**src/rtl/core/ilp_pkg.sv**
```systemverilog
// shared types, constants and helper functions for the int8 projection tile
// no dependencies; imported by every module of the block
`default_nettype none

package ilp_pkg;

  // store geometry
  localparam int MAX_SEQUENCE    = 64;
  localparam int MAX_EMBEDDING   = 128;
  localparam int MAX_PROJECTIONS = 64;
  localparam int MAX_HEADS       = 4;

  localparam int LANES    = 4;                 // bytes per store word
  localparam int WORD_W   = 8 * LANES;
  localparam int IN_BYTES = MAX_SEQUENCE * MAX_EMBEDDING;
  localparam int W_BYTES  = MAX_HEADS * MAX_PROJECTIONS * MAX_EMBEDDING;
  localparam int IN_WORDS = IN_BYTES / LANES;
  localparam int W_WORDS  = W_BYTES / LANES;
  localparam int IN_AW    = $clog2(IN_WORDS);
  localparam int W_AW     = $clog2(W_WORDS);
  localparam int LANE_W   = $clog2(LANES);
  localparam int EW_W     = $clog2(MAX_EMBEDDING / LANES + 1);
  localparam int ACC_W    = 16 + $clog2(MAX_EMBEDDING) + 2;

  // field and register widths
  localparam int OP_W    = 2;
  localparam int ADDR_W  = 15;
  localparam int SEQ_W   = 7;
  localparam int EMB_W   = 8;
  localparam int PROJ_W  = 7;
  localparam int HEADS_W = 3;
  localparam int CIDX_W  = 2;
  localparam int CDATA_W = 8;

  // operation codes
  localparam logic [OP_W-1:0] OP_LOAD_INPUT  = 2'd0;
  localparam logic [OP_W-1:0] OP_LOAD_WEIGHT = 2'd1;
  localparam logic [OP_W-1:0] OP_COMPUTE     = 2'd2;

  // register indexes
  localparam logic [CIDX_W-1:0] CFG_SEQUENCE   = 2'd0;
  localparam logic [CIDX_W-1:0] CFG_EMBEDDING  = 2'd1;
  localparam logic [CIDX_W-1:0] CFG_PROJECTION = 2'd2;
  localparam logic [CIDX_W-1:0] CFG_HEADS      = 2'd3;

  // effective configuration after clamping and rounding
  typedef struct packed {
    logic [SEQ_W-1:0]   seq;
    logic [EW_W-1:0]    emb_w;   // embedding length in store words
    logic [PROJ_W-1:0]  proj;
    logic [HEADS_W-1:0] heads;
  } cfg_t;

  // sequencer to store and mac unit
  typedef struct packed {
    logic             rd;
    logic [IN_AW-1:0] in_addr0;
    logic [IN_AW-1:0] in_addr1;
    logic [W_AW-1:0]  w_addr0;
    logic [W_AW-1:0]  w_addr1;
    logic             mac_clear;
    logic             mac_en;
  } seq_ctl_t;

  // sequencer to result port
  typedef struct packed {
    logic       valid;
    logic [1:0] idx;
    logic [5:0] row;
    logic [5:0] col;
    logic       last;
  } emit_t;

  function automatic cfg_t cfg_clamp(input logic [SEQ_W-1:0] s, input logic [EMB_W-1:0] e,
                                     input logic [PROJ_W-1:0] p,
                                     input logic [HEADS_W-1:0] h);
    cfg_t               c;
    logic [SEQ_W-1:0]   sc;
    logic [EMB_W-1:0]   ec;
    logic [PROJ_W-1:0]  pc;
    logic [HEADS_W-1:0] hc;
    if (s < SEQ_W'(2)) sc = SEQ_W'(2);
    else if (int'(s) > MAX_SEQUENCE) sc = SEQ_W'(MAX_SEQUENCE);
    else sc = s;
    if (e < EMB_W'(4)) ec = EMB_W'(4);
    else if (int'(e) > MAX_EMBEDDING) ec = EMB_W'(MAX_EMBEDDING);
    else ec = e;
    if (p < PROJ_W'(2)) pc = PROJ_W'(2);
    else if (int'(p) > MAX_PROJECTIONS) pc = PROJ_W'(MAX_PROJECTIONS);
    else pc = p;
    if (h < HEADS_W'(1)) hc = HEADS_W'(1);
    else if (int'(h) > MAX_HEADS) hc = HEADS_W'(MAX_HEADS);
    else hc = h;
    c.seq   = {sc[SEQ_W-1:1], 1'b0};
    c.emb_w = EW_W'(ec >> LANE_W);
    c.proj  = {pc[PROJ_W-1:1], 1'b0};
    c.heads = hc;
    return c;
  endfunction

  function automatic logic signed [7:0] sat8(input logic signed [ACC_W-1:0] v);
    logic signed [7:0] r;
    if (v > 127) r = 8'sd127;
    else if (v < -128) r = -8'sd128;
    else r = v[7:0];
    return r;
  endfunction

endpackage

`default_nettype wire

```
**src/rtl/core/ilp_mac.sv**
```systemverilog
// shared four-lane multiply-accumulate unit for the 2x2 tile
// one store word per row and column each cycle; uses ilp_pkg
`default_nettype none

module ilp_mac (
  input  wire logic                             clk,
  input  wire ilp_pkg::seq_ctl_t                ctl,
  input  wire logic [1:0][ilp_pkg::WORD_W-1:0]  x,
  input  wire logic [1:0][ilp_pkg::WORD_W-1:0]  w,
  output logic      [3:0][ilp_pkg::ACC_W-1:0]   acc
);
  import ilp_pkg::*;

  logic signed [15:0]      prod [4][LANES];
  logic signed [ACC_W-1:0] sum  [4];

  // accumulator k pairs row k/2 with column k%2
  always_comb begin
    for (int k = 0; k < 4; k++) begin
      sum[k] = '0;
      for (int l = 0; l < LANES; l++) begin
        prod[k][l] = $signed(x[k/2][l*8 +: 8]) * $signed(w[k%2][l*8 +: 8]);
        sum[k]     = sum[k] + ACC_W'(prod[k][l]);
      end
    end
  end

  always_ff @(posedge clk) begin
    for (int k = 0; k < 4; k++) begin
      if (ctl.mac_clear) begin
        acc[k] <= '0;
      end else if (ctl.mac_en) begin
        acc[k] <= ACC_W'($signed(acc[k]) + sum[k]);
      end
    end
  end

endmodule

`default_nettype wire

```
**config.mk**
```make
export PLATFORM = sky130hd
export DESIGN_NAME = ilp_mac
export DESIGN_NICKNAME = d
export VERILOG_FILES = /design/src/rtl/core/ilp_pkg.sv /design/src/rtl/core/ilp_mac.sv
export SDC_FILE = /design/constraint.sdc
export NUM_CORES = 2
export LEC_CHECK = 0
export ABC_AREA = 0
export BUFFER_PORTS_ARGS = -buffer_cell sky130_fd_sc_hd__buf_2
export CORE_ASPECT_RATIO = 0.75
export CORE_MARGIN = 2
export CORE_UTILIZATION = 35
export DETAILED_ROUTE_END_ITERATION = 16
export PLACE_DENSITY = 0.62
export SLEW_MARGIN = 15
export SYNTH_ARGS = -nofsm -noshare
export SYNTH_HDL_FRONTEND = slang
export SYNTH_SLANG_ARGS = --single-unit
```
**constraint.sdc**
```tcl
create_clock -name clk -period 14.1 [get_ports clk]
set_input_delay 0 -clock clk [delete_from_list [all_inputs] [get_ports clk]]
set_output_delay 0 -clock clk [all_outputs]
set_load 0.05 [all_outputs]
```
==> reports/metrics.yaml <==
outcome: "complete, no violations"
worst-r2r-cell-count: 20
coreArea_sq_mm: 0.163
synth_edf_count: 0
fp.dieH_um: 354
yosys-top-cells-count: "inv_1, fa_1, and2_1"
r2r_end: "acc[49]$_SDFFE_PP0P_"
rsz0062_at_grt: "false"
drive_above_1_share_pct: 4.73
antenna_found_initial: 32
grt_pass1_vias: 41693
routed_via_density: 4.71
die_area_sq_mm: 0.167
max_freq_ghz: 0.131
grt_usage_pct: 21.1
period_share_pct: 54.3
cts_max_level: 3
fp-row-count: 128
cap_viol_max_count: 0
postSynthNetCount: 8148
ys_top_cells_by_area: "fa_1, inv_1, ha_1"
synth-main-ff-cell: "dfxtp_1"
crit_end: "acc[49]$_SDFFE_PP0P_"
fin_nets: 8235
place.gp.congestion: 0.929
dp_hpwl_um: 147000
drtAntennaViolNets: 0
cts_tree: "built"
regMostFlops: "acc"
avgSynthCellArea_sq_um: 9.68
grtUsageMet2_pct: 30.3
vias: 38432
slew_violations: 0
fillers: 16152
crit_type: "in2reg"
met1_usage_pct: 31.9
cts.sinks: 100
drt_iter0_drc: 2680
clock_skew_ns: 0.0140
worstPathRequired_ns: 14.41
ctsResizeCount: 0
largest_reg_flops: 100
crit_fanout: 16
clk_pin_slew_ns: 0.07
insertion_delay_ns: 0.44
holdCritPathClass: "in2reg"
ys_seq_area_share_pct: 3.49
ys_ff_latch: 100
grt_util_met3_pct: 5.77
slew_headroom_pct: 34.7
synth.cell_area_sq_mm: 0.0573
cts_buffers: 9
synth.top_cell.area_share_pct: 56.1
r2r_start: "acc[30]$_SDFFE_PP0P_"
finalCriticalPeriod_ns: 7.65
clock_path_buffers: 2
r2r_setup_slack_ns: 6.76
tns_ns: 0
reg_top3: "acc (100)"
tightestPinTransition_ns: 0.976
hold_violations: 0
cp-end-kind: "flip-flop"
synth-async-reset-ratio_pct: 0
drc: 0
avgRoutedWirePerCell_um: 20.6
cp.arrival_ns: 7.96
syn_to_final_growth_pct: 6.31
die_w_um: 471
syn_inst: 5918
drtPass1Iterations: 5
grt_pass1_wl_um: 264000
root_buffer: "clkbuf_16"
ys_types: 73
grt_start_max_net_pins: 58
io_buffers: 230
ys_warn_count: 0
ios: 280
yosysMostFrequentCell: "inv_1"
start_util_pct: 35.3
busiest_layer: "met1"
grt_overflow: 0
wirelength_um: 168000
yosys.area.top_type: "fa_1"
setup_viol_count_final: 0
crit_path_start: "w[33]"
start_kind: "input pin"
[logic make-up after synthesis]
group	count (synthesis)	share of synthesized area, %
buf+inv	2051	13.4
fa+ha+maj	2050	65.8
simple gates	1289	11.6
compound gates	269	3.17
xor+xnor	103	1.57
flops	100	3.49
mux	56	0.987
[worst max-delay path, stage by stage]
cell       delay [ns]
buf_2            0.27
and2_1           0.26
inv_1            0.62
fa_1             0.57
fa_1             0.54
inv_1            0.05
fa_1             0.48
inv_1            0.06
fa_1             0.53
inv_1            0.05
fa_1             0.48
fa_1             0.52
fa_1             0.50
inv_1            0.05
fa_1             0.52
inv_1            0.06
ha_1             0.34
and4_1           0.29
a211o_1          0.31
a311oi_1         0.50
o31ai_2          0.21
a21oi_1          0.23
o21ai_0          0.11
a2111oi_1        0.37
[what timing repair did]
item | in CTS | in global routing
hold buffers | 1 | 0
buffers inserted | 0 | 0
hold endpoints to repair | 12 | 0
[metrics by stage]
| stage | util (%) | std cells | setup slack [ns] | hold WS [ns] | cell area [sq um] |
|---|---|---|---|---|---|
| 2_1_floorplan | - | 5918 | 6.97 | 0.220 | 57300 |
| 3_3_place_gp | 37.3 | 8138 | 5.89 | 0.361 | 60600 |
| 3_5_place_dp | 37.3 | 8138 | 5.84 | 0.359 | 60600 |
| 4_1_cts | 37.5 | 8154 | 6.25 | 0.0240 | 60900 |
| 5_1_grt | 37.5 | 8156 | 6.12 | 0.0855 | 60900 |
| 6_report | 37.5 | 8158 | 6.45 | 0.0718 | 60900 |
[worst min path at each step]
stage / startpoint / to / slack, ns / cells after the start
2_1_floorplan: ctl[1] / acc[72]$_SDFFE_PP0P_ / 0.22 / 2
3_3_place_gp: ctl[1] / acc[66]$_SDFFE_PP0P_ / 0.36 / 2
3_5_place_dp: ctl[1] / acc[64]$_SDFFE_PP0P_ / 0.36 / 2
4_1_cts: ctl[0] / acc[46]$_SDFFE_PP0P_ / 0.02 / 3
5_1_grt: ctl[0] / acc[46]$_SDFFE_PP0P_ / 0.09 / 3
6_report: ctl[0] / acc[46]$_SDFFE_PP0P_ / 0.07 / 3
[metal layers]
| layer | routed length, um | part of all wire, % | up-vias |
|---|---|---|---|
| li1 | - | - | 16939 |
| met1 | 78500 | 47 | 20070 |
| met2 | 70100 | 42 | 1301 |
| met3 | 16200 | 9.6 | 114 |
| met4 | 3250 | 1.9 | 8 |
| met5 | 59 | 0.035 | - |
[final cells by class]
class | count | area (sq um) | area share (%)
antenna | 4 | 10.0 | 0.0164
clock buffer | 10 | 239 | 0.392
clock inverter | 5 | 61.3 | 0.101
inverter | 1887 | 7080 | 11.6
multi-input combinational | 3767 | 47600 | 78.2
sequential | 100 | 2000 | 3.29
tap | 2145 | 2680 | 4.40
timing repair buffer | 240 | 1230 | 2.02
[cells in the final DEF, fill, tap and decap left out, drive strengths merged, types with 31 or more instances in the layout]
master / n
nor2b: 73
xnor2: 79
fa: 1606
ha: 444
and2: 485
mux2i: 52
dfxtp: 100
inv: 1888
buf: 239
o21ai: 53
nor2: 116
a21oi: 68
nor3: 31
nand2: 467
nand2b: 53
Power is not shown: default switching activity piles up to over one toggle a cycle in this logic, so the estimate is an artifact.
