$ cat src/rtl/core/ilp_pkg.sv
// shared types, constants and helper functions for the int8 projection tile
// no dependencies; imported by every module of the block
`default_nettype none

package ilp_pkg;

  // store geometry
  localparam int MAX_SEQUENCE    = 64;
  localparam int MAX_EMBEDDING   = 128;
  localparam int MAX_PROJECTIONS = 64;
  localparam int MAX_HEADS       = 4;

  localparam int LANES    = 4;                 // bytes per store word
  localparam int WORD_W   = 8 * LANES;
  localparam int IN_BYTES = MAX_SEQUENCE * MAX_EMBEDDING;
  localparam int W_BYTES  = MAX_HEADS * MAX_PROJECTIONS * MAX_EMBEDDING;
  localparam int IN_WORDS = IN_BYTES / LANES;
  localparam int W_WORDS  = W_BYTES / LANES;
  localparam int IN_AW    = $clog2(IN_WORDS);
  localparam int W_AW     = $clog2(W_WORDS);
  localparam int LANE_W   = $clog2(LANES);
  localparam int EW_W     = $clog2(MAX_EMBEDDING / LANES + 1);
  localparam int ACC_W    = 16 + $clog2(MAX_EMBEDDING) + 2;

  // field and register widths
  localparam int OP_W    = 2;
  localparam int ADDR_W  = 15;
  localparam int SEQ_W   = 7;
  localparam int EMB_W   = 8;
  localparam int PROJ_W  = 7;
  localparam int HEADS_W = 3;
  localparam int CIDX_W  = 2;
  localparam int CDATA_W = 8;

  // operation codes
  localparam logic [OP_W-1:0] OP_LOAD_INPUT  = 2'd0;
  localparam logic [OP_W-1:0] OP_LOAD_WEIGHT = 2'd1;
  localparam logic [OP_W-1:0] OP_COMPUTE     = 2'd2;

  // register indexes
  localparam logic [CIDX_W-1:0] CFG_SEQUENCE   = 2'd0;
  localparam logic [CIDX_W-1:0] CFG_EMBEDDING  = 2'd1;
  localparam logic [CIDX_W-1:0] CFG_PROJECTION = 2'd2;
  localparam logic [CIDX_W-1:0] CFG_HEADS      = 2'd3;

  // effective configuration after clamping and rounding
  typedef struct packed {
    logic [SEQ_W-1:0]   seq;
    logic [EW_W-1:0]    emb_w;   // embedding length in store words
    logic [PROJ_W-1:0]  proj;
    logic [HEADS_W-1:0] heads;
  } cfg_t;

  // sequencer to store and mac unit
  typedef struct packed {
    logic             rd;
    logic [IN_AW-1:0] in_addr0;
    logic [IN_AW-1:0] in_addr1;
    logic [W_AW-1:0]  w_addr0;
    logic [W_AW-1:0]  w_addr1;
    logic             mac_clear;
    logic             mac_en;
  } seq_ctl_t;

  // sequencer to result port
  typedef struct packed {
    logic       valid;
    logic [1:0] idx;
    logic [5:0] row;
    logic [5:0] col;
    logic       last;
  } emit_t;

  function automatic cfg_t cfg_clamp(input logic [SEQ_W-1:0] s, input logic [EMB_W-1:0] e,
                                     input logic [PROJ_W-1:0] p,
                                     input logic [HEADS_W-1:0] h);
    cfg_t               c;
    logic [SEQ_W-1:0]   sc;
    logic [EMB_W-1:0]   ec;
    logic [PROJ_W-1:0]  pc;
    logic [HEADS_W-1:0] hc;
    if (s < SEQ_W'(2)) sc = SEQ_W'(2);
    else if (int'(s) > MAX_SEQUENCE) sc = SEQ_W'(MAX_SEQUENCE);
    else sc = s;
    if (e < EMB_W'(4)) ec = EMB_W'(4);
    else if (int'(e) > MAX_EMBEDDING) ec = EMB_W'(MAX_EMBEDDING);
    else ec = e;
    if (p < PROJ_W'(2)) pc = PROJ_W'(2);
    else if (int'(p) > MAX_PROJECTIONS) pc = PROJ_W'(MAX_PROJECTIONS);
    else pc = p;
    if (h < HEADS_W'(1)) hc = HEADS_W'(1);
    else if (int'(h) > MAX_HEADS) hc = HEADS_W'(MAX_HEADS);
    else hc = h;
    c.seq   = {sc[SEQ_W-1:1], 1'b0};
    c.emb_w = EW_W'(ec >> LANE_W);
    c.proj  = {pc[PROJ_W-1:1], 1'b0};
    c.heads = hc;
    return c;
  endfunction

  function automatic logic signed [7:0] sat8(input logic signed [ACC_W-1:0] v);
    logic signed [7:0] r;
    if (v > 127) r = 8'sd127;
    else if (v < -128) r = -8'sd128;
    else r = v[7:0];
    return r;
  endfunction

endpackage

`default_nettype wire

$ cat src/rtl/core/ilp_seq.sv
// tile sequencer: bounds check, base address setup, embedding walk, result emit
// drives the store read ports and the mac unit; uses ilp_pkg
`default_nettype none

module ilp_seq (
  input  wire logic                 clk,
  input  wire logic                 rst,
  input  wire logic                 item_valid,
  input  wire logic [1:0]           op,
  input  wire logic [1:0]           head_select,
  input  wire logic [4:0]           row_pair,
  input  wire logic [4:0]           column_pair,
  input  wire ilp_pkg::cfg_t        cfg,
  input  wire logic                 result_stall,
  output logic                      item_stall,
  output ilp_pkg::seq_ctl_t         ctl,
  output ilp_pkg::emit_t            emit
);
  import ilp_pkg::*;

  localparam logic [2:0] S_IDLE  = 3'd0;
  localparam logic [2:0] S_SETUP = 3'd1;
  localparam logic [2:0] S_BASE  = 3'd2;
  localparam logic [2:0] S_WALK  = 3'd3;
  localparam logic [2:0] S_DRAIN = 3'd4;
  localparam logic [2:0] S_EMIT  = 3'd5;

  logic [2:0]       state;
  logic             rd_q;
  logic [1:0]       idx;
  logic [1:0]       head;
  logic [5:0]       r0;
  logic [5:0]       c0;
  logic [EW_W-1:0]  cnt;
  logic [IN_AW-1:0] a0;
  logic [W_AW-1:0]  cb;
  logic [W_AW-1:0]  hp;
  logic [W_AW-1:0]  b0;

  logic            tile_ok;
  logic            start;
  logic [EW_W-1:0] ew_last;

  assign tile_ok = ({1'b0, head_select} < cfg.heads) &&
                   ({1'b0, row_pair, 1'b0} + SEQ_W'(1) < cfg.seq) &&
                   ({1'b0, column_pair, 1'b0} + PROJ_W'(1) < cfg.proj);
  assign start   = (state == S_IDLE) && item_valid && (op == OP_COMPUTE) && tile_ok;
  assign ew_last = cfg.emb_w - EW_W'(1);

  assign item_stall = (state != S_IDLE);

  always_ff @(posedge clk) begin
    if (rst) begin
      state <= S_IDLE;
      rd_q  <= 1'b0;
      idx   <= 2'd0;
    end else begin
      rd_q <= (state == S_WALK);
      case (state)
        S_IDLE:  if (start) state <= S_SETUP;
        S_SETUP: state <= S_BASE;
        S_BASE:  state <= S_WALK;
        S_WALK:  if (cnt == ew_last) state <= S_DRAIN;
        S_DRAIN: state <= S_EMIT;
        S_EMIT: begin
          if (!result_stall) begin
            idx <= idx + 2'd1;
            if (idx == 2'd3) state <= S_IDLE;
          end
        end
        default: state <= S_IDLE;
      endcase
    end
  end

  // address setup runs one small multiply per register
  always_ff @(posedge clk) begin
    if (start) begin
      head <= head_select;
      r0   <= {row_pair, 1'b0};
      c0   <= {column_pair, 1'b0};
    end
    if (state == S_SETUP) begin
      a0 <= IN_AW'(r0) * IN_AW'(cfg.emb_w);
      cb <= W_AW'(c0) * W_AW'(cfg.emb_w);
      hp <= W_AW'(cfg.emb_w) * W_AW'(cfg.proj);
    end
    if (state == S_BASE) begin
      b0  <= W_AW'(head) * hp + cb;
      cnt <= '0;
    end
    if (state == S_WALK) begin
      cnt <= cnt + EW_W'(1);
    end
  end

  always_comb begin
    ctl.rd        = (state == S_WALK);
    ctl.in_addr0  = a0 + IN_AW'(cnt);
    ctl.in_addr1  = a0 + IN_AW'(cfg.emb_w) + IN_AW'(cnt);
    ctl.w_addr0   = b0 + W_AW'(cnt);
    ctl.w_addr1   = b0 + W_AW'(cfg.emb_w) + W_AW'(cnt);
    ctl.mac_clear = (state == S_BASE);
    ctl.mac_en    = rd_q;
  end

  always_comb begin
    emit.valid = (state == S_EMIT);
    emit.idx   = idx;
    emit.row   = r0 + {5'b0, idx[1]};
    emit.col   = c0 + {5'b0, idx[0]};
    emit.last  = (idx == 2'd3);
  end

endmodule

`default_nettype wire

$ cat config.mk
export PLATFORM = sky130hd
export DESIGN_NAME = ilp_seq
export DESIGN_NICKNAME = d
export VERILOG_FILES = /design/src/rtl/core/ilp_pkg.sv /design/src/rtl/core/ilp_seq.sv
export SDC_FILE = /design/constraint.sdc
export NUM_CORES = 1
export LEC_CHECK = 0
export ABC_AREA = 1
export BUFFER_PORTS_ARGS = -buffer_cell sky130_fd_sc_hd__buf_2
export CORE_ASPECT_RATIO = 0.5
export CORE_MARGIN = 2
export CORE_UTILIZATION = 54
export CTS_CLUSTER_DIAMETER = 150
export CTS_CLUSTER_SIZE = 25
export DETAILED_ROUTE_END_ITERATION = 8
export HOLD_SLACK_MARGIN = 0.05
export PLACE_DENSITY = 0.78
export SETUP_SLACK_MARGIN = 0.4
export SKIP_CTS_REPAIR_TIMING = 1
export SYNTH_ARGS = -nofsm -noshare
export SYNTH_HDL_FRONTEND = slang
export SYNTH_SLANG_ARGS = --single-unit
$ cat constraint.sdc
create_clock -name clk -period 3.4 [get_ports clk]
set_input_delay 0.17 -clock clk [delete_from_list [all_inputs] [get_ports clk]]
set_output_delay 0.17 -clock clk [all_outputs]
set_load 0.02 [all_outputs]
==> results.cfg <==
[timing]
period_minus_slack_ns = 3.33
finalHoldViolCount = 0
clock.fmax_mhz = 300
worst_pin_slew_ns = 1.00
maxSlewViolCount = 0
setup_ws_ns = 0.0710
fin_worst_skew_ns = 0.00478
period_share_pct = 97.9
slew_headroom_pct = 32.8
setup_viol = 0
grt_setup_unrepaired = yes

[power_and_ir_drop]
swShare_pct = 45.4
leakagePower_nw = 5.70
p_sw_mw = 2.81
comb_power_share_pct = 62.5
ir_drop_v = 0.000317
p_int_mw = 3.37
seqPwrFrac_pct = 22.6
power.density_mw_per_mm2 = 594
pwr-share-clk_pct = 14.9

[placed_design]
dp.cells = 1338
portBuffers = 107
dp_slack_ns = 0.00351
hpwl_um = 15000
routabilityCongestion = 0.838
dpl-instance-area_mm2 = 0.00938

[grt]
antenna_found_initial = 0
track_usage_pct = 23.4
grt_pass1_wl_um = 31600
grt_pass1_vias = 7054
gr-total-overflow = 0
grt_max_degree = 26

[logic_synthesis]
syn_area_mm2 = 0.00839
postSynthNetCount = 1245
synth_xor_area_share_pct = 7.51
syn_avg_cell_area_um2 = 8.16
synthMuxAreaShare_pct = 0
synth_compound_area_share_pct = 6.26
synth.distinct_cells = 33
synth-seq-cells = 71
ys_seq_area_share_pct = 24.7
synth_top_family_by_area = adder cells
synthAdderAreaFrac_pct = 32.4
synth_warnings = 0
syn_inst = 1029
synth_simple_gate_area_share_pct = 16.1

[clocking]
htree_levels = 3
cts_sinks = 71
clk_pin_slew_worst_paths_ns = 0.05
cts_buffers = 9
clk_latency_ns = 0.34
cts_max_path_buffers = 2
tritoncts = done
cts-root-buf = clkbuf_16

[cells_and_area]
final_common_cell = inv_1
final_cell_area_mm2 = 0.0104
mostFrequentLayoutCells = inv_1, nand2_1, buf_2
areaGrowthSynthToFinish_pct = 24.0
utilization_pct = 68.0
antenna_cells = 0
drive_gt1_share_pct = 22.3
fin_cells = 1403
nets = 1410

[setup_path]
max_stage_delay_ns = 0.57
cp_data_required_time_ns = 3.48
cp_cell_sequence = nand2_2, fa_1, fa_1, fa_1, inv_2, ha_4, a21oi_2, nand2_2, a21oi_1, nor2_1, nor2_1, xor2_1
crit_arrival_ns = 3.41
end_kind = flip-flop
start_kind = flip-flop
slowest_stage = fa_1
path_class = reg2reg
cpMostUsedCell = fa_1
cp_max_fo = 6

[detailed_routing]
routedWlPerCell_um = 14.0
drt_iter0_drc = 412
routed_via_density = 5.12
firstDrtPassIters = 5
drt-total-wl_um = 19600
drcViolationCount = 0
num_vias = 7189
antenna_left = 0

[floorplanning]
die_area_mm2 = 0.0166
start_util_pct = 54.9
coreArea_mm2 = 0.0153
die_x_um = 180
num_rows = 32
die_y_um = 92.2
ios = 109

[status]
status = complete, no violations

[min_path]
hold_class = in2reg

[job]
drv_cap = 0
==> sequential cells by signal, summed over array words and instances (netlist names) <==
name,cells
a0,10
cnt,6
c0,5
rd_q,1
head,2
idx,2
state,3
b0,13
r0,5
cb,11
hp,13
==> power groups by stage <==
stage | Sequential [mW] | Combinational [mW] | Clock [mW]
after floorplan | 1.37 | 2.62 | 0
after global placement | 1.42 | 3.37 | 0
after detailed placement | 1.42 | 3.47 | 0
after CTS | 1.41 | 3.51 | 0.934
after global routing | 1.41 | 4.30 | 0.968
final | 1.39 | 3.86 | 0.921
==> metrics by stage <==
stage | total power, mW | hold slack, ns | setup TNS (ns)
2_1_floorplan | 4.00 | 0.239 | 0
3_3_place_gp | 4.79 | 0.363 | 0
3_5_place_dp | 4.90 | 0.367 | 0
4_1_cts | 5.85 | 0.0194 | 0
5_1_grt | 6.68 | 0.0533 | -0.0238
6_report | 6.18 | 0.0564 | 0
==> cells in the mapped netlist <==
master / instances / area (um^2)
nand2_1: 239 / 897
nand4_1: 13 / 81.3
o21ai_2: 2 / 17.5
ha_1: 104 / 1300
a211oi_2: 1 / 12.5
nor2_2: 2 / 12.5
nor2_1: 49 / 184
inv_2: 3 / 11.3
o2111ai_1: 1 / 8.76
inv_1: 257 / 965
clkbuf_2: 1 / 5.00
o21bai_1: 1 / 7.51
a21o_1: 4 / 30.0
buf_6: 1 / 11.3
nor3_1: 8 / 40.0
dfxtp_1: 6 / 120
buf_2: 2 / 10.0
xor2_1: 51 / 447
nand3_1: 24 / 120
nand2_2: 2 / 12.5
edfxtp_1: 65 / 1950
clkbuf_1: 8 / 30.0
a31oi_1: 2 / 12.5
nand3b_1: 1 / 7.51
a21oi_2: 3 / 26.3
o21ai_1: 1 / 5.00
buf_4: 7 / 52.6
fa_1: 71 / 1420
buf_1: 1 / 3.75
a21oi_1: 53 / 265
o21ai_0: 19 / 95.1
o211ai_1: 6 / 45.0
xnor2_1: 21 / 184
==> worst max-delay path: cells and delay by family (launching register included) <==
| family | cells | cell delay (ns) |
|---|---|---|
| and+or+nand+nor | 4 | 0.38 |
| DFF | 1 | 0.50 |
| AOI/OAI and AO/OA | 2 | 0.33 |
| adders and majority gates | 4 | 1.73 |
| buffers and inverters | 1 | 0.05 |
| xor gates and xnor gates | 1 | 0.08 |
==> cell families after synthesis <==
logic type,Yosys count
DFF,71
and+or+nand+nor,338
xor gates and xnor gates,72
buffers and inverters,280
AOI/OAI and AO/OA,93
adders and majority gates,175
==> worst paths after layout <==
path	cells past startpoint	startpoint	to	slack (ns)
setup / recovery	12	c0[3]	cb[8]	0.07
hold / removal	1	row_pair[4]	r0[5]	0.06
setup reg to reg	12	c0[3]	cb[8]	0.07
hold reg to reg	1	idx[0]	idx[0]	0.50
==> routing by layer <==
layer  wire (um)  track usage, %  up-vias
met2        9410            40.9      213
met1        8770            29.8     3442
met4         343            7.12        0
li1            -               -     3505
met5           0               0        -
met3        1120            4.09       29
==> area by class of cell <==
| cell class | count | area (um^2) |
|---|---|---|
| sequential | 71 | 2070 |
| multi-input combinational | 678 | 5620 |
| inverter | 260 | 976 |
| clock inverter | 5 | 58.8 |
| timing repair buffer | 174 | 1190 |
| tap | 204 | 255 |
| clock buffer | 11 | 233 |
| fill | 1165 | 4890 |
Note: power is estimated with default switching activity, not from simulation.
